==> src/sv/mma_pkg.sv <==
package mma_pkg;

   localparam int MMA_MAX_SIZE = 8;
   localparam int QUEUE_DEPTH = 2;
   localparam logic [3:0] CSR_RESET_SIZE = 4'd8;

   typedef enum logic [1:0] {
      OP_LOAD_A  = 2'd0,
      OP_LOAD_B  = 2'd1,
      OP_LOAD_C  = 2'd2,
      OP_COMPUTE = 2'd3
   } op_type;

   typedef struct packed {
      op_type             operation;
      logic [2:0]         row;
      logic [2:0]         column;
      logic signed [47:0] value;
   } req_type;

   typedef struct packed {
      logic [2:0]         out_row;
      logic [2:0]         out_column;
      logic signed [47:0] out_value;
      logic               last;
   } rsp_type;

   // classified item as it sits in the queue; A and B data already saturated
   typedef struct packed {
      op_type             kind;
      logic [2:0]         row;
      logic [2:0]         column;
      logic signed [47:0] data;
   } q_entry_type;

   typedef struct packed {
      logic active;
      logic pipe_valid;
   } back_status_type;

   function automatic logic signed [15:0] sat16(input logic signed [47:0] v);
      if (v > 48'sd32767) begin
         return 16'sh7fff;
      end else if (v < -48'sd32768) begin
         return 16'sh8000;
      end else begin
         return v[15:0];
      end
   endfunction

endpackage

==> src/sv/mma_front.sv <==
module mma_front
   import mma_pkg::*;
#(
   parameter int MAX_SIZE = MMA_MAX_SIZE
) (
   input  logic        start,
   input  req_type     req_data,
   input  logic        q_full,
   output logic        busy,
   output logic        q_push,
   output q_entry_type q_entry
);

   logic in_range;
   logic keep;

   assign busy = q_full;

   assign in_range = ({1'b0, req_data.row} < 4'(MAX_SIZE)) &&
                     ({1'b0, req_data.column} < 4'(MAX_SIZE));

   // drop loads that fall outside the storage
   assign keep = (req_data.operation == OP_COMPUTE) || in_range;
   assign q_push = start && !q_full && keep;

   always_comb begin
      q_entry.kind   = req_data.operation;
      q_entry.row    = req_data.row;
      q_entry.column = req_data.column;
      if (req_data.operation == OP_LOAD_A || req_data.operation == OP_LOAD_B) begin
         q_entry.data = 48'(sat16(req_data.value));
      end else begin
         q_entry.data = req_data.value;
      end
   end

endmodule

==> config.mk <==
export PLATFORM = sky130hd
export DESIGN_NAME = mma_front
export DESIGN_NICKNAME = d
export VERILOG_FILES = /design/src/sv/mma_pkg.sv /design/src/sv/mma_front.sv
export SDC_FILE = /design/constraint.sdc
export NUM_CORES = 1
export LEC_CHECK = 0
export ABC_AREA = 1
export BUFFER_PORTS_ARGS = -buffer_cell sky130_fd_sc_hd__buf_2
export CAP_MARGIN = 10
export CELL_PAD_IN_SITES_DETAIL_PLACEMENT = 0
export CELL_PAD_IN_SITES_GLOBAL_PLACEMENT = 1
export CORE_UTILIZATION = 17
export DETAILED_ROUTE_END_ITERATION = 10
export PLACE_DENSITY = 0.95
export RECOVER_POWER = 25
export SLEW_MARGIN = 10
export SYNTH_ARGS = -nofsm -noshare
export SYNTH_HDL_FRONTEND = slang
export SYNTH_SLANG_ARGS = --single-unit
==> constraint.sdc <==
create_clock -name vclk -period 2.8
set_input_delay 0.42 -clock vclk [all_inputs]
set_output_delay 0.42 -clock vclk [all_outputs]
set_load 0.01 [all_outputs]
== Word level (Yosys, flattened, before mapping) ==
Index checks and enable logic that the tools add are counted.

* Register bits after elaboration: 0
* Bits of input ports: 58
* Output and inout port bits: 58
* Logic and storage cells: 10

* $lt $le $gt $ge: 2
* Equal/unequal tests: 1
* Mux-type cells: 3
* Reduce and logical (&&, ||, !) cells: 4

{| class="wikitable"
|+ Operators by type and width
! kind !! number
|-
| 48-bit by 16-bit > comparator with 1-bit output (second input constant) || 1
|-
| 48-bit by 16-bit < comparator with 1-bit output (second input constant) || 1
|-
| 48-bit two-way mux || 1
|-
| 16-bit two-way mux || 2
|-
| 2-bit by 1-bit == test with 1-bit output (second input constant) || 1
|-
| 2-bit logical NOT || 1
|-
| 1-bit logical AND || 1
|-
| 1-bit logical NOT || 1
|-
| 1-bit logical OR || 1
|}

== Longest topological paths before layout ==
Gate-level depths: netlist (run 1).

* Depth after elaboration: 4
* Mapped depth: 9
* Gate-level depth less buffers: 8

== Least setup slack after synthesis (run 1) ==
OpenSTA, ideal clock, no wires.

* Kind: input-to-output
* Start: input req_data[36] in the netlist's numbering
* End: output q_entry[10] in the netlist's numbering
* Arrival time: 1.151 ns
* Required time: 2.380 ns
* Path slack: 1.229 ns
* Stages on the path: 9
* Buffers on the path: 1
* Cell sequence: nor2_1 -> nand2_1 -> nor2_1 -> nand2_1 -> nor2_2 -> nand2_2 -> nand3_4 -> buf_12 -> nand2_1

{| class="wikitable"
|+ RTL lines
! item !! RTL line !! text
|-
| from (decl) || mma_front.sv:7 || <nowiki>input req_type req_data,</nowiki>
|-
| to (decl) || mma_front.sv:11 || <nowiki>output q_entry_type q_entry</nowiki>
|}

==> results by group, run 1 <==
Outcome
  • Status: completed

Critical path
  • CP Capture Point: q_entry[39]
  • Worst EP required: about 2.4 ns
  • Crit path capture type: output pin
  • Crit start category: input port
  • Critical path peak fanout: 32
  • Worst Setup SP: req_data[55]
  • Critical path type: input port to output pin
  • Critical Path AT: between 1.5 and 2 ns

Yosys
  • Yosys top cell area share: 0.599
  • Post-Syn Area: 777 um2
  • Yosys Warn Count: 0
  • Register area share after synthesis: 0
  • Post-synth net total: 240
  • Post-synthesis cell count: ~180
  • Netlist cell types: 14
  • Commonest cells in the netlist: nand2_1 (124), nor2_1 (31), buf_4 (9)
  • Synth top area cells: nand2_1 (60%), nor2_1 (15%), buf_4 (8.7%)
  • Syn Area/Cell: 4.27 um2
  • Most common cell in the netlist: nand2_1
  • Post-synth top area cell: nand2_1

Hold path
  • Worst hold path type: input port to output pin

Timing
  • Setup WS post-layout: between 0.5 and 0.6 ns
  • Slew headroom: 0.155
  • Worst slew pin tran: around 1.3 ns
  • Max-slew violations: 0
  • Max frequency: 445 MHz
  • Fin crit share: 0.802
  • Final setup violation count: 0
  • Final hold viol count: 0
  • Setup TNS: 0 ns
  • RSZ-0062 raised after global routing: no
  • Minimum clock period: 2.25 ns

Routing
  • DRC: 0
  • Via density: between 4 and 5
  • Initial drt markers: 14
  • Vias: around 1300
  • Routed WL: ~2700 um
  • Drt wl/cell: between 8 and 9 um
  • Antenna-violating nets left: 0
  • Detailed-router iteration count before antenna repair: 4

Layout
  • Final #Nets: approximately 330
  • Clock buffer cells: 0
  • Layout cells sized above 1: 0.377
  • Seq cells: 0
  • Final instance area: between 1000 and 1500 um2
  • Area occupied by multi-input gates: around 630 um2
  • Antenna fix cells: 0
  • Area Overhead vs Synth: 57.2%
  • Reg area: 0 um2
  • Fillers: 530

Global route
  • Largest net degree at the start of global routing: 33
  • Total gr overflow: 0
  • GR Util met2: 0.210
  • Initial antenna violation count: 0
  • Grt peak-use layer: met2
  • First-pass GRT wire length: around 4500 um
  • Total track usage: 0.106
  • Vias in the first global route: about 1000
  • Grt met1 use: 0.131
  • Global Route met3 Usage: 0.00581

Place
  • Gpl congestion: between 0.7 and 0.8
  • Area of placed instances: 1230 um2
  • Port bufs: roughly 100
  • Detailed placer's ending HPWL: approximately 2200 um
  • Dpl ws: between 0.7 and 0.8 ns

Floorplanning
  • Num rows: 24
  • Initial Util: 0.177
  • Core box area: about 4400 um2
  • Die Width: 69.6 um
  • Die H: 69.6 um
  • DIE AREA: roughly 4800 um2
  • Ports: 116

CTS
  • Post-CTS Setup Bufs: 0
  • CTS Hold Bufs: 0
  • Post-CTS resize count: 0

Power
  • Cell Pwr Density: roughly 170 nW/um2
  • P_int: 0.0000877 W
  • Switch Pwr: 0.000117 W
  • Combinational share of power: 1.000
  • Lkg Pwr: between 0.8 and 0.9 nW
  • Sw frac: 0.571
  • Max rail drop VDD: ~0.033 mV
  • Seq pwr share: 0
  • Total power: roughly 0.00020 W
  • Clock power frac: 0

Run
  • # Max-Cap Violations: 0
==> worst max-delay path, stage by stage <==
cell and delay (ns):
buf_2 0.09, clkbuf_1 0.92, nand2_1 0.12, nand2_1 0.11, clkbuf_1 0.16
==> cells in the final DEF (no fill, tap or decap) <==
master and count:
buf_2 96, buf_4 1, clkbuf_1 7, inv_1 4, nand2_1 124, nand2_2 1
nand3_2 1, nand3_4 1, nor2_1 31, nor2_2 1, o21ai_0 1
==> cell families (layout without fill, tap and decap cells) <==
| kind of cell | count (synthesis) | count (layout) | share of synthesized area |
|---|---|---|---|
| buf+inv | 22 | 108 | 0.193 |
| simple gates | 159 | 159 | 0.800 |
| compound gates | 1 | 1 | 0.00644 |
==> stage by stage <==
step	utilization	instances	hold slack [ns]
floorplan	-	182	0.888
global placement	0.281	320	0.840
detailed placement	0.281	320	0.840
CTS	0.281	320	0.840
global route	0.279	320	0.840
finish	0.279	320	0.840
==> routing by layer <==
| metal | vias up | part of all wire |
|---|---|---|
| met2 | 65 | 0.47 |
| met4 | 0 | 0.00073 |
| met5 | - | 0 |
| met3 | 2 | 0.080 |
| met1 | 532 | 0.45 |
| li1 | 703 | - |
==> final cells by class <==
cell class	instances	area share
Timing Repair Buffer	104	0.421
Inverter	4	0.0123
Tap cell	52	0.0533
Multi-Input combinational cell	160	0.513
==> worst min path at each step <==
stage / startpoint / to / slack [ns] / cells past startpoint
2_1_floorplan: q_full / q_push / 0.89 / 1
3_3_place_gp: req_data[51] / q_entry[51] / 0.84 / 0
3_5_place_dp: req_data[51] / q_entry[51] / 0.84 / 0
4_1_cts: req_data[51] / q_entry[51] / 0.84 / 0
5_1_grt: req_data[54] / q_entry[54] / 0.84 / 0
6_report: req_data[52] / q_entry[52] / 0.84 / 0
==> power by group through the flow <==
stage / Sequential (W) / Combinational (W) / Clock (W)
2_1_floorplan: 0 / 0.000119 / 0
3_3_place_gp: 0 / 0.000206 / 0
3_5_place_dp: 0 / 0.000208 / 0
4_1_cts: 0 / 0.000209 / 0
5_1_grt: 0 / 0.000230 / 0
6_report: 0 / 0.000204 / 0
Note: power is estimated with default switching activity, not from simulation.
==> run 2, diff against run 1 <==
ABC_AREA = 0   (was 1)
CORE_UTILIZATION = 14   (was 17)
PLACE_DENSITY = 0.86   (was 0.95)
clock period = 1.9 ns   (was 2.8 ns; I/O delays follow)
==> run 2 against run 1 <==
Net effect: die area is 13% higher; global-route usage hardly changed; final cell count is 4.7% lower; synthesized area is 6.3% lower; first-iteration DRC count stayed put; critical endpoint is now q_entry[15].
==> results by group, run 2 <==
Routing
  • Routed WL: 3270 um (was 2730 um)
  • Detailed-router iteration count before antenna repair: 4 (unchanged)
  • Via density: 4.10 (was 4.07)
  • Drt wl/cell: 10.7 um (was 8.54 um)
  • Initial drt markers: 14 (unchanged)
  • Antenna-violating nets left: 0 (unchanged)
  • DRC: 0 (unchanged)
  • Vias: 1249 (was 1302)

Power
  • Lkg Pwr: 0.849 nW (was 0.829 nW)
  • P_int: 0.000166 W (was 0.0000877 W)
  • Max rail drop VDD: 0.0697 mV (was 0.0333 mV)
  • Switch Pwr: 0.000191 W (was 0.000117 W)
  • Seq pwr share: 0 (about the same)
  • Total power: 0.000357 W (was 0.000204 W)
  • Combinational share of power: 1.000 (about the same)
  • Cell Pwr Density: 247 nW/um2 (was 167 nW/um2)
  • Clock power frac: 0 (about the same)
  • Sw frac: 0.535 (was 0.571)

Yosys
  • Commonest cells in the netlist: nand2_1 (62), inv_1 (15), nand4_1 (10), o21ai_2 (10), buf_4 (9) (was nand2_1 (124), nor2_1 (31), buf_4 (9))
  • Yosys top cell area share: 0.320 (was 0.599)
  • Compound-cell area share of the yosys netlist: 0.201 (was 0.00644)
  • Synth Area in Adders: 0 (unchanged)
  • Syn Area/Cell: 5.28 um2 (was 4.27 um2)
  • Synth Area in Simple Gates: 0.560 (was 0.800)
  • Largest family of logic cells by synthesized area: simple AND/OR/NAND/NOR gates (unchanged)
  • Netlist cell types: 18 (was 14)
  • Most common cell in the netlist: nand2_1 (unchanged)
  • Register area share after synthesis: 0 (unchanged)
  • Yosys Warn Count: 0 (unchanged)
  • Multiplexer area fraction after synthesis: 0 (unchanged)
  • Post-Syn Area: 728 um2 (was 777 um2)
  • Synth top area cells: nand2_1 (32%), o21ai_2 (12%), buf_4 (9.3%) (was nand2_1 (60%), nor2_1 (15%), buf_4 (8.7%))
  • Synth Area in XOR/XNOR: 0 (unchanged)
  • Post-synth top area cell: nand2_1 (unchanged)
  • Post-synth net total: 196 (was 240)
  • Post-synthesis cell count: 138 (was 182)

Outcome
  • Status: completed (unchanged)

Hold path
  • Hold depth: 0 (unchanged)
  • Hold EP: q_entry[48] (was q_entry[52])
  • Worst hold path type: input port to output pin (unchanged)
  • Hold_sp: req_data[48] (was req_data[52])

Critical path
  • Critical path type: input port to output pin (unchanged)
  • Crit path capture type: output pin (unchanged)
  • Crit start category: input port (unchanged)
  • Worst EP required: 1.62 ns (was 2.38 ns)
  • Worst Setup SP: req_data[37] (was req_data[55])
  • Critical path peak fanout: 8 (was 32)
  • Critical Path AT: 1.54 ns (was 1.83 ns)

Floorplanning
  • Initial Util: 0.150 (was 0.177)
  • Die Width: 74.1 um (was 69.6 um)
  • DIE AREA: 5490 um2 (was 4840 um2)
  • Core box area: 4850 um2 (was 4380 um2)
  • Num rows: 25 (was 24)
  • Die H: 74.1 um (was 69.6 um)
  • Ports: 116 (unchanged)

Global route
  • Initial antenna violation count: 0 (unchanged)
  • Largest net degree at the start of global routing: 32 (was 33)
  • First-pass GRT wire length: 4620 um (was 4450 um)
  • Total track usage: 0.106 (about the same)
  • Vias in the first global route: 1029 (was 1037)
  • Total gr overflow: 0 (unchanged)

Place
  • Detailed placer's ending HPWL: 2680 um (was 2240 um)
  • Gpl congestion: 0.711 (was 0.702)
  • Dpl ws: -0.109 ns (was 0.783 ns)
  • Port bufs: 102 (unchanged)
  • Area of placed instances: 1340 um2 (was 1230 um2)

Timing
  • Slew headroom: 0.498 (was 0.155)
  • Setup WS post-layout: 0.0715 ns (was 0.554 ns)
  • Fin crit share: 0.962
  • Worst slew pin tran: 0.753 ns (was 1.27 ns)
  • RSZ-0062 raised after global routing: yes (was no)
  • Final hold viol count: 0 (unchanged)
  • Max frequency: 547 MHz
  • Final setup violation count: 0 (unchanged)
  • Minimum clock period: ~1.8 ns
  • Max-slew violations: 0 (unchanged)

Layout
  • Core Util, Final: 0.298 (was 0.279)
  • Layout cells sized above 1: 0.563 (was 0.377)
  • Seq cells: 0 (unchanged)
  • Area Overhead vs Synth: 98.1% (was 57.2%)
  • Fillers: 543 (was 530)
  • Commonest cells after routing, fill and taps aside: buf_2 (90), nand2_1 (62), inv_1 (15), buf_4 (13) (was nand2_1 (124), buf_2 (96), nor2_1 (31), clkbuf_1 (7), inv_1 (4))
  • Final instance area: 1440 um2 (was 1220 um2)
  • Reg area: 0 um2 (unchanged)
  • Final #Nets: 298 (was 328)
  • Antenna fix cells: 0 (unchanged)
  • Leading cell type in the layout, fill and taps excluded: buf_2 (was nand2_1)
  • Clock buffer cells: 0 (unchanged)

CTS
  • CTS Hold Bufs: 0 (unchanged)

Run
  • # Max-Cap Violations: 0 (unchanged)
run 2: changes by cell type in the layout (fill, tap and decap cells not counted), moves of 6 or more:
cell	change
buf_4	+12
inv_1	+11
buf_6	+9
o21ai_2	+10
nand2_1	-62
buf_2	-6
nand4_1	+10
nor2_1	-29
run 2: critical path: stages:
cell and delay [ns]:
buf_2 0.13, nor4_4 0.26, nand4_1 0.17, o31ai_4 0.29
buf_6 0.17, o21a_1 0.13, buf_2 0.12
run 2: how the worst max path moves through the flow:
stage	endpoint	cells after the start	slack, ns
after global routing	q_entry[15]	7	-0.04
after CTS	q_entry[15]	8	-0.06
after detailed placement	q_entry[15]	7	-0.11
final	q_entry[15]	7	0.07
after floorplan	q_entry[10]	5	0.33
after global placement	q_entry[15]	7	-0.10
run 2: stage by stage:
stage	hold WS, ns	instances	setup TNS (ns)
after global routing	0.570	305	-0.0451
after detailed placement	0.570	304	-0.914
after CTS	0.570	307	-0.402
after floorplan	0.616	138	0
final	0.570	305	0
after global placement	0.570	304	-0.965
run 2: area by class of cell:
type	count	area, um2	area share
inverter	15	56.3	0.0390
timing repair buffer	119	688	0.477
multi-input combinational	104	614	0.426
tap	67	83.8	0.0581
run 2: metal layers:
layer / wire [um] / track usage / up-vias
li1: - / - / 645
met2: 1730 / 0.228 / 62
met5: 0 / 0 / -
met1: 1280 / 0.114 / 540
met4: 8 / 0.00427 / 0
met3: 248 / 0.00813 / 2
run 2: logic make-up after synthesis:
group	count (synthesis)
simple gates	86
compound gates	18
buf+inv	34
run 2: timing repair:
| item | 4_1_cts | 5_1_grt |
|---|---|---|
| cloned | 1 | 0 |
| hold endpoints to repair | 0 | 0 |
| resized for setup | 12 | 14 |
| buffers inserted | 3 | 0 |
| pin swaps | 5 | 7 |
| endpoints found under the setup margin | 16 | 16 |
run 2: power groups by stage:
stage	combinational (W)	sequential, W	clock, W
final	0.000357	0	0
after global routing	0.000393	0	0
after CTS	0.000362	0	0
after detailed placement	0.000338	0	0
after global placement	0.000337	0	0
after floorplan	0.000170	0	0
