===== config.mk =====
export PLATFORM = sky130hd
export DESIGN_NAME = mma_queue
export DESIGN_NICKNAME = d
export VERILOG_FILES = /design/src/sv/mma_pkg.sv /design/src/sv/mma_queue.sv
export SDC_FILE = /design/constraint.sdc
export NUM_CORES = 1
export LEC_CHECK = 0
export ABC_AREA = 1
export BUFFER_PORTS_ARGS = -buffer_cell sky130_fd_sc_hd__buf_2
export CAP_MARGIN = 20
export CORE_MARGIN = 10
export CORE_UTILIZATION = 25
export DETAILED_ROUTE_END_ITERATION = 8
export PLACE_DENSITY_LB_ADDON = 0.3
export SLEW_MARGIN = 10
export SYNTH_ARGS = -nofsm -noshare
export SYNTH_HDL_FRONTEND = slang
export SYNTH_SLANG_ARGS = --single-unit

===== constraint.sdc =====
create_clock -name clock -period 9.7 [get_ports clock]
set_input_delay 0 -clock clock [delete_from_list [all_inputs] [get_ports clock]]
set_output_delay 0 -clock clock [all_outputs]
set_load 0.02 [all_outputs]

===== src/sv/mma_pkg.sv =====
package mma_pkg;

   localparam int MMA_MAX_SIZE = 8;
   localparam int QUEUE_DEPTH = 2;
   localparam logic [3:0] CSR_RESET_SIZE = 4'd8;

   typedef enum logic [1:0] {
      OP_LOAD_A  = 2'd0,
      OP_LOAD_B  = 2'd1,
      OP_LOAD_C  = 2'd2,
      OP_COMPUTE = 2'd3
   } op_type;

   typedef struct packed {
      op_type             operation;
      logic [2:0]         row;
      logic [2:0]         column;
      logic signed [47:0] value;
   } req_type;

   typedef struct packed {
      logic [2:0]         out_row;
      logic [2:0]         out_column;
      logic signed [47:0] out_value;
      logic               last;
   } rsp_type;

   // classified item as it sits in the queue; A and B data already saturated
   typedef struct packed {
      op_type             kind;
      logic [2:0]         row;
      logic [2:0]         column;
      logic signed [47:0] data;
   } q_entry_type;

   typedef struct packed {
      logic active;
      logic pipe_valid;
   } back_status_type;

   function automatic logic signed [15:0] sat16(input logic signed [47:0] v);
      if (v > 48'sd32767) begin
         return 16'sh7fff;
      end else if (v < -48'sd32768) begin
         return 16'sh8000;
      end else begin
         return v[15:0];
      end
   endfunction

endpackage


===== src/sv/mma_queue.sv =====
module mma_queue
   import mma_pkg::*;
(
   input  logic        clock,
   input  logic        reset,
   input  logic        push,
   input  q_entry_type entry_in,
   input  logic        pop,
   output logic        full,
   output logic        empty,
   output q_entry_type head
);

   localparam int PW = (QUEUE_DEPTH > 1) ? $clog2(QUEUE_DEPTH) : 1;
   localparam int CW = $clog2(QUEUE_DEPTH + 1);

   q_entry_type      slot_ff [QUEUE_DEPTH];
   logic [PW-1:0]    wr_ptr_ff, wr_ptr_in;
   logic [PW-1:0]    rd_ptr_ff, rd_ptr_in;
   logic [CW-1:0]    count_ff, count_in;

   assign full  = (count_ff == CW'(QUEUE_DEPTH));
   assign empty = (count_ff == '0);
   assign head  = slot_ff[rd_ptr_ff];

   always_comb begin
      wr_ptr_in = wr_ptr_ff;
      rd_ptr_in = rd_ptr_ff;
      count_in  = count_ff;
      if (push) begin
         wr_ptr_in = (wr_ptr_ff == PW'(QUEUE_DEPTH - 1)) ? '0 : wr_ptr_ff + 1'b1;
      end
      if (pop) begin
         rd_ptr_in = (rd_ptr_ff == PW'(QUEUE_DEPTH - 1)) ? '0 : rd_ptr_ff + 1'b1;
      end
      if (push && !pop) begin
         count_in = count_ff + 1'b1;
      end else if (pop && !push) begin
         count_in = count_ff - 1'b1;
      end
   end

   always_ff @(posedge clock) begin
      if (reset) begin
         wr_ptr_ff <= '0;
         rd_ptr_ff <= '0;
         count_ff  <= '0;
      end else begin
         wr_ptr_ff <= wr_ptr_in;
         rd_ptr_ff <= rd_ptr_in;
         count_ff  <= count_in;
      end
   end

   always_ff @(posedge clock) begin
      if (push) begin
         slot_ff[wr_ptr_ff] <= entry_in;
      end
   end

endmodule


Yosys cells after proc, flatten, opt, wreduce, memory -nomap -nowiden:

Memory sizes are Yosys's and may differ from the RTL's. A register that Yosys moved wholly into a read port is not among the register bits.
Index checks and enable logic that the tools add are counted.

* add/sub/neg operators: 4
* multiplexer cells: 8
* equal/unequal tests: 1
* reduce and logical (&&, ||, !) cells: 6

Operators by type and width (count)
* 2-to-1 mux 1 bit: 6
* 2-to-1 mux 2 bit: 2
* adder 1 bit, second input constant: 2
* adder 2 x 1 -> 2 bit, second input constant: 1
* == test 2 bit, second input constant: 1
* logical AND 1 bit: 2
* zero test 1 bit: 2
* zero test 2 bit: 1
* nonzero test 2 bit: 1
* subtractor 2 x 1 -> 2 bit, second input constant: 1

* output and inout port bits: 58
* memories: 1
* memory bits (writable): 112
* bits of input ports: 60
* register bits after elaboration: 4

Memories
* slot_ff: words 2, bits a word 56, rd ports 1, clocked after Yosys merged registers in 1, write ports 1, line mma_queue.sv:17 `q_entry_type slot_ff [QUEUE_DEPTH];`

Longest topological paths before layout:

Gate-level depths: netlist of the first run.

* depth in word-level cells: 4
* depth in mapped cells: 8

Worst setup path after synthesis of the first run:

Ideal clock, no wire load.

* path type: register to register
* start: reg wr_ptr_ff
* end: mem slot_ff[0][0] (netlist bit) (enable)
* setup time: 471 ps
* buffers on the path: 0
* arrival: 2665 ps
* stages on the path, launching flop included: 2
* data required time: 9229 ps
* setup slack: 6564 ps
* path through: dfxtp_1 nor2_1

RTL lines
* start: declaration: line mma_queue.sv:18 `logic [PW-1:0] wr_ptr_ff, wr_ptr_in;`
* start signal: assignment: line mma_queue.sv:49 `wr_ptr_ff <= wr_ptr_in;`
* end: declaration: line mma_queue.sv:17

No word-level cell before the write port.

==> results.yml, run 1 <==
timing:
  max_slew_margin: 0.320
  fin_hold_ws_ns: 0.314
  fmax_mhz: 492
  hold_violations: 0
  fin_crit_ns: 2.03
  worst_pin_slew_ns: 1.02
  tns_ns: 0
  clock_skew_ns: 0.0107
  rsz0062_at_grt: "no"
  setup_viol: 0
  finalCritPeriodShare: 0.210
  setup_slack_ns: 7.67
  slew_viol_final: 0
synth:
  seq_area_frac_synth: 0.781
  synth_fp_nets: 268
  synth-edff-count: 112
  synth_area_leaders: "edfxtp_1, mux2_4, mux2_2"
  synth_cell_types: 16
  syn_area_per_cell_sq_um: 21.4
  synthesis.area_sq_mm: 0.00443
  synth.yosys.warnings: 0
  ys_ff_latch: 117
  synth_ff_type: "edfxtp_1"
  yosysMostFrequentCell: "edfxtp_1"
  postSynthCellCount: 207
  async_reset_ff_frac: 0
  synthDominantAreaCellType: "edfxtp_1"
  synthTopCellsByCount: "edfxtp_1, mux2_4, mux2_2"
  yosysTopAreaCellShare: 0.759
cts:
  cts_setup_buffers: 0
  path_clk_slew_ns: 0.05
  postCtsResizedCells: 0
  clk_latency_ns: 0.40
  clock_sinks: 117
  cts_tree: "yes"
  numCtsBuffers: 17
  cts_root_buf: "clkbuf_16"
  cts_buffer_depth: 2
  cts-htree-levels: 4
pwr:
  comb_power_share: 0.117
  p_seq_frac: 0.457
  p_switching_uw: 289
  powerDensity_mw_per_mm2: 207
  leakagePower_uw: 0.00252
  sw_frac_of_total: 0.219
  p_clk_frac: 0.426
  p_int_uw: 1030
  peakVddDrop_mv: 0.107
placement:
  io_buffers: 117
  place_ws_ns: 8.03
  gp_congestion: 0.664
  hpwlAfterDp_microns: 5760
global_routing:
  grt_pass1_vias: 2889
  grt_max_degree: 58
  grtUsageTotal: 0.0824
  grt_pass1_wl_microns: 15100
  grt_overflow: 0
  grt_antenna_before_repair: 0
critical_path:
  worstSetupStartpointType: "flip-flop"
  end_kind: "output port"
  path_max_fanout: 56
  max_stage_delay_ns: 1.02
  critPathKind: "flip-flop to output port"
  cp.required_ns: 9.70
  crit_chain: "mux2_2, buf_2"
  slowest_stage: "dfxtp_4"
  crit_arrival_ns: 2.03
  ff2ff_path_depth: 3
min_path:
  hold_path_depth: 2
  hold_path.class: "primary input to flip-flop"
floorplan:
  coreArea_sq_mm: 0.0174
  start_util: 0.255
  num_io_pins: 118
  die_w_microns: 153
  die-area_sq_mm: 0.0235
  fp-row-count: 48
  die_height_microns: 153
finish:
  fillers: 1668
  multiInputGateArea_sq_um: 881
  area_delta_synth_final_pct: 44.2
  diodes: 0
  drive_above_1_share: 0.483
  regArea_sq_mm: 0.00347
  layout.nets: 460
route:
  via_count: 2456
  via_per_inst: 3.87
  wl_per_cell_microns: 14.7
  drt_iter0_markers: 81
  drc: 0
  wl_microns: 9320
  postRouteAntennaNets: 0
  drtPass1Iterations: 4
outcome:
  status: "completed"
run:
  cap_violations: 0
repair_timing:
item / CTS / global route
setup endpoints to repair: 0 / 0
hold buffers: 60 / 0
endpoints found under the hold margin: 117 / 0
state kept, by name, indices dropped and copies added (netlist names), named ones only:
register / flops
slot_ff: 112
count_ff: 2
wr_ptr_ff: 1
rd_ptr_ff: 1
power groups by stage:
| stage | logic, uW | registers, uW | clock network (uW) |
|---|---|---|---|
| global route | 168 | 608 | 615 |
| detailed placement | 139 | 616 | 0 |
| floorplan | 102 | 602 | 0 |
| finish | 155 | 605 | 563 |
| CTS | 159 | 606 | 586 |
| global placement | 137 | 614 | 0 |
metrics by stage:
stage	util	instances	area, sq um	total power (uW)
2_1_floorplan	-	207	4430	703
3_3_place_gp	0.303	545	5260	752
3_5_place_dp	0.303	545	5260	755
4_1_cts	0.368	635	6390	1350
5_1_grt	0.368	635	6390	1390
6_report	0.368	635	6390	1320
critical path, delay by kind of cell, from the launching register on:
kind                   cells  cell delay (ns)
flip-flops                 1             1.02
multiplexers               1             0.41
buffers and inverters      1             0.16
cell type report:
| class | count | share of cell area |
|---|---|---|
| clock buffer | 21 | 0.0689 |
| clock inverter | 9 | 0.0137 |
| inverter | 9 | 0.00528 |
| multi-input combinational | 75 | 0.138 |
| sequential | 117 | 0.542 |
| tap | 225 | 0.0440 |
| timing repair buffer | 179 | 0.188 |
cells by family after synthesis:
group	after synthesis	share of synthesized area
and+or+nand+nor	15	0.0138
xor gates and xnor gates	1	0.00198
buffers and inverters	15	0.0215
DFF	117	0.781
adders and majority gates	1	0.00282
muxes	56	0.176
AOI/OAI and AO/OA	2	0.00226
per-layer routing:
| layer | part of all wire | global-route usage | routed length (microns) | vias to the layer above |
|---|---|---|---|---|
| met5 | 0 | 0 | 0 | - |
| li1 | - | - | - | 1183 |
| met1 | 0.41 | 0.0859 | 3820 | 1187 |
| met3 | 0.068 | 0.0418 | 636 | 11 |
| met2 | 0.51 | 0.136 | 4730 | 75 |
| met4 | 0.014 | 0.0368 | 133 | 0 |
final timing paths:
check,startpoint,endpoint,slack [ns]
max reg2reg,wr_ptr_ff,slot_ff[1][27],8.13
min,entry_in[49],slot_ff[1][49],0.31
max,flip-flop,head[43],7.67
min reg2reg,rd_ptr_ff,rd_ptr_ff,0.52
cell usage in the layout, fill, tap and decap left out, types with 2 or more instances in the layout:
cell           count
buf_2            117
inv_1              8
buf_4              2
dfxtp_1            4
clkbuf_1           4
dlygate4sd3_1     60
edfxtp_1         112
mux2_4            40
clkbuf_16         17
clkinv_1           6
nand2_1            5
bufinv_16          2
nor2_1             6
mux2_2            16
Note: power is estimated with default switching activity, not from simulation.
==> run 2, diff against run 1 <==
clock period = 1.7 ns   (was 9.7 ns; I/O delays follow)
==> results.yml, run 2 (same netlist as run 1, synthesis figures left out) <==
route:
  wl_microns: 9450
  via_per_inst: 3.84
  drt_iter0_markers: 83
  wl_per_cell_microns: 14.6
  postRouteAntennaNets: 0
  drtPass1Iterations: 3
  via_count: 2475
  drc: 0
finish:
  largest_registers: "slot_ff (112), count_ff (2)"
  area_delta_synth_final_pct: 48.2
  layout_commonest_cell: "buf_2"
  drive_above_1_share: 0.506
  layout_common_cells: "buf_2, edfxtp_1, dlygate4sd3_1"
  layout.nets: 467
  regMostFlops: "slot_ff"
  largest_reg_flops: 112
  final_util: 0.379
  final_cells: 645
timing:
  fin_hold_ws_ns: 0.316
  hold_violations: 0
  slew_viol_final: 0
  setup_viol: 0
  fin_crit_ns: 1.54
  rsz0062_at_grt: "no"
  clock_skew_ns: 0.00383
  worst_pin_slew_ns: 0.381
  max_slew_margin: 0.746
  tns_ns: 0
  fmax_mhz: 649
  finalCritPeriodShare: 0.907
min_path:
  hold_path.class: "primary input to flip-flop"
cts:
  postCtsResizedCells: 0
  cts-htree-levels: 4
  cts_buffer_depth: 2
  cts_tree: "yes"
  numCtsBuffers: 17
  clock_sinks: 117
  path_clk_slew_ns: 0.05
  clk_latency_ns: 0.41
  cts_root_buf: "clkbuf_16"
global_routing:
  grt_antenna_before_repair: 1
  grtUsageTotal: 0.0822
  grt_max_degree: 26
  grt_pass1_vias: 2836
  grt_pass1_wl_microns: 14900
  grt_overflow: 0
floorplan:
  num_io_pins: 118
  die_w_microns: 153
  start_util: 0.255
  die-area_sq_mm: 0.0235
  coreArea_sq_mm: 0.0174
  die_height_microns: 153
  fp-row-count: 48
critical_path:
  path_max_fanout: 20
  critPathKind: "flip-flop to output port"
  slowest_stage: "dfxtp_4"
  cp_num_buf_inv: 2
  cp.required_ns: 1.70
  end_kind: "output port"
  crit_arrival_ns: 1.54
  crit_chain: "buf_12, mux2_2, buf_2"
  max_stage_delay_ns: 0.40
  worstSetupStartpointType: "flip-flop"
  crit_family: "flip-flops"
pwr:
  p_clk_frac: 0.440
  leakagePower_uw: 0.00260
  p_seq_frac: 0.432
  powerDensity_mw_per_mm2: 1190
  peakVddDrop_mv: 0.613
  sw_frac_of_total: 0.221
  p_int_uw: 6100
  comb_power_share: 0.128
  p_switching_uw: 1740
placement:
  place_inst: 550
  hpwlAfterDp_microns: 6500
  gp_congestion: 0.732
  io_buffers: 117
outcome:
  status: "completed"
run:
  cap_violations: 0
[run 2: changes by cell type in the layout (fill, tap and decap cells not counted)]
cell,previous run,this run
diode_2,0,1
inv_2,1,0
bufinv_16,2,3
buf_4,2,3
clkbuf_1,4,2
clkinvlp_4,0,2
clkinv_1,6,3
clkinv_2,1,6
buf_12,0,6
[run 2: what timing repair did]
| item | 4_1_cts | 5_1_grt |
|---|---|---|
| endpoints found under the setup margin | 7 | 0 |
| hold buffers | 60 | 0 |
| setup buffers | 2 | 0 |
| endpoints found under the hold margin | 117 | 0 |
[run 2: final cells by class]
cell class	count	area (sq um)
fillers	1625	10800
flip-flops and latches	117	3470
repair buffers	186	1330
multi-input cells	75	881
clock buffers	19	433
well taps	225	282
clock inverters	13	139
inverters	9	37.5
diodes	1	2.50
[run 2: power by group through the flow]
stage / clock network (uW) / registers (uW) / logic (uW)
after floorplan: 0 / 3430 / 584
after global placement: 0 / 3440 / 887
after detailed placement: 0 / 3450 / 897
after CTS: 3540 / 3380 / 1030
after global routing: 3700 / 3390 / 1080
final: 3450 / 3380 / 1000
[run 2: layer usage]
layer	track usage	share of wire	wire length, microns
met5	0	0	0
met4	0.0409	0.013	124
met3	0.0398	0.069	649
met2	0.132	0.48	4560
met1	0.0891	0.44	4110
[run 2: path summary, 6_finish.rpt]
check / endpoint / depth (start not counted) / slack [ns] / from
max: head[52] / 3 / 0.16 / flip-flop
min reg2reg: wr_ptr_ff / 2 / 0.55 / wr_ptr_ff
max reg2reg: slot_ff[1][46] / 3 / 0.41 / wr_ptr_ff
min: slot_ff[1][8] / 2 / 0.32 / entry_in[8]
[run 2: stage by stage]
stage          instance area (sq um)  power (uW)  worst slack (ns)
2_1_floorplan                   4440        4010            0.0721
3_3_place_gp                    5380        4330             0.402
4_1_cts                         6570        7950             0.108
5_1_grt                         6570        8180            0.0795
6_report                        6570        7830             0.159
3_5_place_dp                    5380        4350             0.396
==> run 3, diff against run 2 <==
--- a/config.mk
+++ b/config.mk
@@ -12,5 +12,5 @@
 export CORE_UTILIZATION = 25
 export DETAILED_ROUTE_END_ITERATION = 8
-export PLACE_DENSITY_LB_ADDON = 0.3
+export PLACE_DENSITY = 0.55
 export SLEW_MARGIN = 10
 export SYNTH_ARGS = -nofsm -noshare
==> constraint.sdc (replaced) <==
create_clock -name clock -period 1.7 [get_ports clock]
set_input_delay 0.17 -clock clock [delete_from_list [all_inputs] [get_ports clock]]
set_output_delay 0.17 -clock clock [all_outputs]
set_load 0.02 [all_outputs]
==> results.yml, run 3 (same netlist as run 1, synthesis figures left out) <==
cts:
  cts_tree: "yes"
  cts_buffer_depth: 2
  numCtsBuffers: 17
  clock_sinks: 117
  path_clk_slew_ns: 0.05
  cts_root_buf: "clkbuf_16"
  cts-htree-levels: 4
  clk_latency_ns: 0.40
pwr:
  powerDensity_mw_per_mm2: 1170
  peakVddDrop_mv: 0.583
  leakagePower_uw: 0.00276
route:
  drt_iter0_markers: 75
  via_count: 2550
  drc: 0
  wl_per_cell_microns: 16.2
  postRouteAntennaNets: 0
  drtPass1Iterations: 5
  wl_microns: 10500
  via_per_inst: 3.95
timing:
  tns_ns: -0.0373
  hold_violations: 0
  slew_viol_final: 0
  finalCritPeriodShare: 1.00
  max_slew_margin: 0.755
  setup_slack_ns: -0.00779
  fmax_mhz: 586
  fin_crit_ns: 1.71
  clock_skew_ns: 0.00563
  worst_pin_slew_ns: 0.368
  setup_viol: 9
  rsz0062_at_grt: "yes"
critical_path:
  critPathKind: "flip-flop to output port"
  cp.depth: 4
  ff2ff_path_depth: 3
  path_max_fanout: 9
  r2r_end: "slot_ff[1][30]"
  crit_end: "head[26]"
  cp.required_ns: 1.53
  slowest_stage: "dfxtp_4"
  max_stage_delay_ns: 0.35
  end_kind: "output port"
  crit_family: "buffers and inverters"
  crit_chain: "buf_12, clkbuf_16, mux2_4, buf_6"
  crit_arrival_ns: 1.54
  rr_startpoint: "wr_ptr_ff"
  r2r_slack_ns: 0.40
  worstSetupStartpointType: "flip-flop"
  cp_num_buf_inv: 3
floorplan:
  die-area_sq_mm: 0.0235
  start_util: 0.255
  die_height_microns: 153
  die_w_microns: 153
  coreArea_sq_mm: 0.0174
  num_io_pins: 118
  fp-row-count: 48
finish:
  layout_common_cells: "edfxtp_1, buf_2, dlygate4sd3_1"
  regArea_sq_mm: 0.00347
  diodes: 0
  layout.nets: 470
  drive_above_1_share: 0.518
  multiInputGateArea_sq_um: 885
  fillers: 1586
  area_delta_synth_final_pct: 57.7
  regMostFlops: "slot_ff"
  layout_commonest_cell: "edfxtp_1"
  largest_registers: "slot_ff (112), count_ff (2)"
  final_cells: 646
  largest_reg_flops: 112
placement:
  gp_congestion: 0.661
  place_inst: 549
  hpwlAfterDp_microns: 6400
  io_buffers: 117
outcome:
  status: "finished, violations left"
  violations: "setup timing"
global_routing:
  grtUsageTotal: 0.0854
  grt_antenna_before_repair: 0
  grt_overflow: 0
  grt_pass1_vias: 2946
  grt_pass1_wl_microns: 15500
  grt_max_degree: 33
min_path:
  hold_path.class: "primary input to flip-flop"
run:
  cap_violations: 0
## run 3: tightest hold or removal path, cell delays in order
cell and delay [ns]:
buf_2 0.10, xnor2_1 0.07, nor2_1 0.08
## run 3: per-stage QoR
stage | util | total power, uW | setup slack [ns] | hold slack, ns | instance area (sq um)
6_report | 0.403 | 8190 | -0.00779 | 0.0556 | 6990
5_1_grt | 0.403 | 8570 | -0.0726 | 0.0632 | 6990
4_1_cts | 0.391 | 8210 | -0.0552 | 0.0393 | 6780
3_5_place_dp | 0.309 | 4340 | 0.349 | 0.361 | 5360
3_3_place_gp | 0.309 | 4320 | 0.353 | 0.358 | 5360
2_1_floorplan | - | 4010 | 0.0721 | 0.242 | 4440
## run 3: layer usage
metal  track usage  routed length, microns  vias to the layer above  part of all wire
met4        0.0359                     186                        0             0.018
met2         0.144                    5360                       79              0.51
met1        0.0870                    4260                     1251              0.41
met3        0.0441                     684                       11             0.065
met5             0                       0                        -                 0
li1              -                       -                     1209                 -
## run 3: layout make-up
| class | instances | area share |
|---|---|---|
| Multi-Input combinational cell | 75 | 0.127 |
| Inverter | 9 | 0.00537 |
| Timing Repair Buffer | 189 | 0.247 |
| Sequential cell | 117 | 0.496 |
| Clock inverter | 13 | 0.0235 |
| Clock buffer | 18 | 0.0614 |
| Tap cell | 225 | 0.0403 |
## run 3: repair_timing
item / 4_1_cts / 5_1_grt
hold buffers: 57 / 0
setup endpoints to repair: 36 / 56
hold endpoints to repair: 115 / 0
setup buffers: 0 / 2
resized for setup: 74 / 18
gates cloned: 1 / 6
pin swaps: 0 / 0
## run 3: how the worst min path moves through the flow
stage / from / end / slack, ns / depth (start not counted)
after global routing: pop / rd_ptr_ff / 0.06 / 3
final: pop / rd_ptr_ff / 0.06 / 3
after CTS: pop / rd_ptr_ff / 0.04 / 3
after detailed placement: entry_in[43] / slot_ff[1][43] / 0.36 / 1
after global placement: entry_in[16] / slot_ff[0][16] / 0.36 / 1
after floorplan: reset / flip-flop / 0.24 / 1
## run 3: power breakdown
group	internal (uW)	switching, uW
registers	3340	42.8
clock network	2410	1150
logic	684	571
total	6430	1760
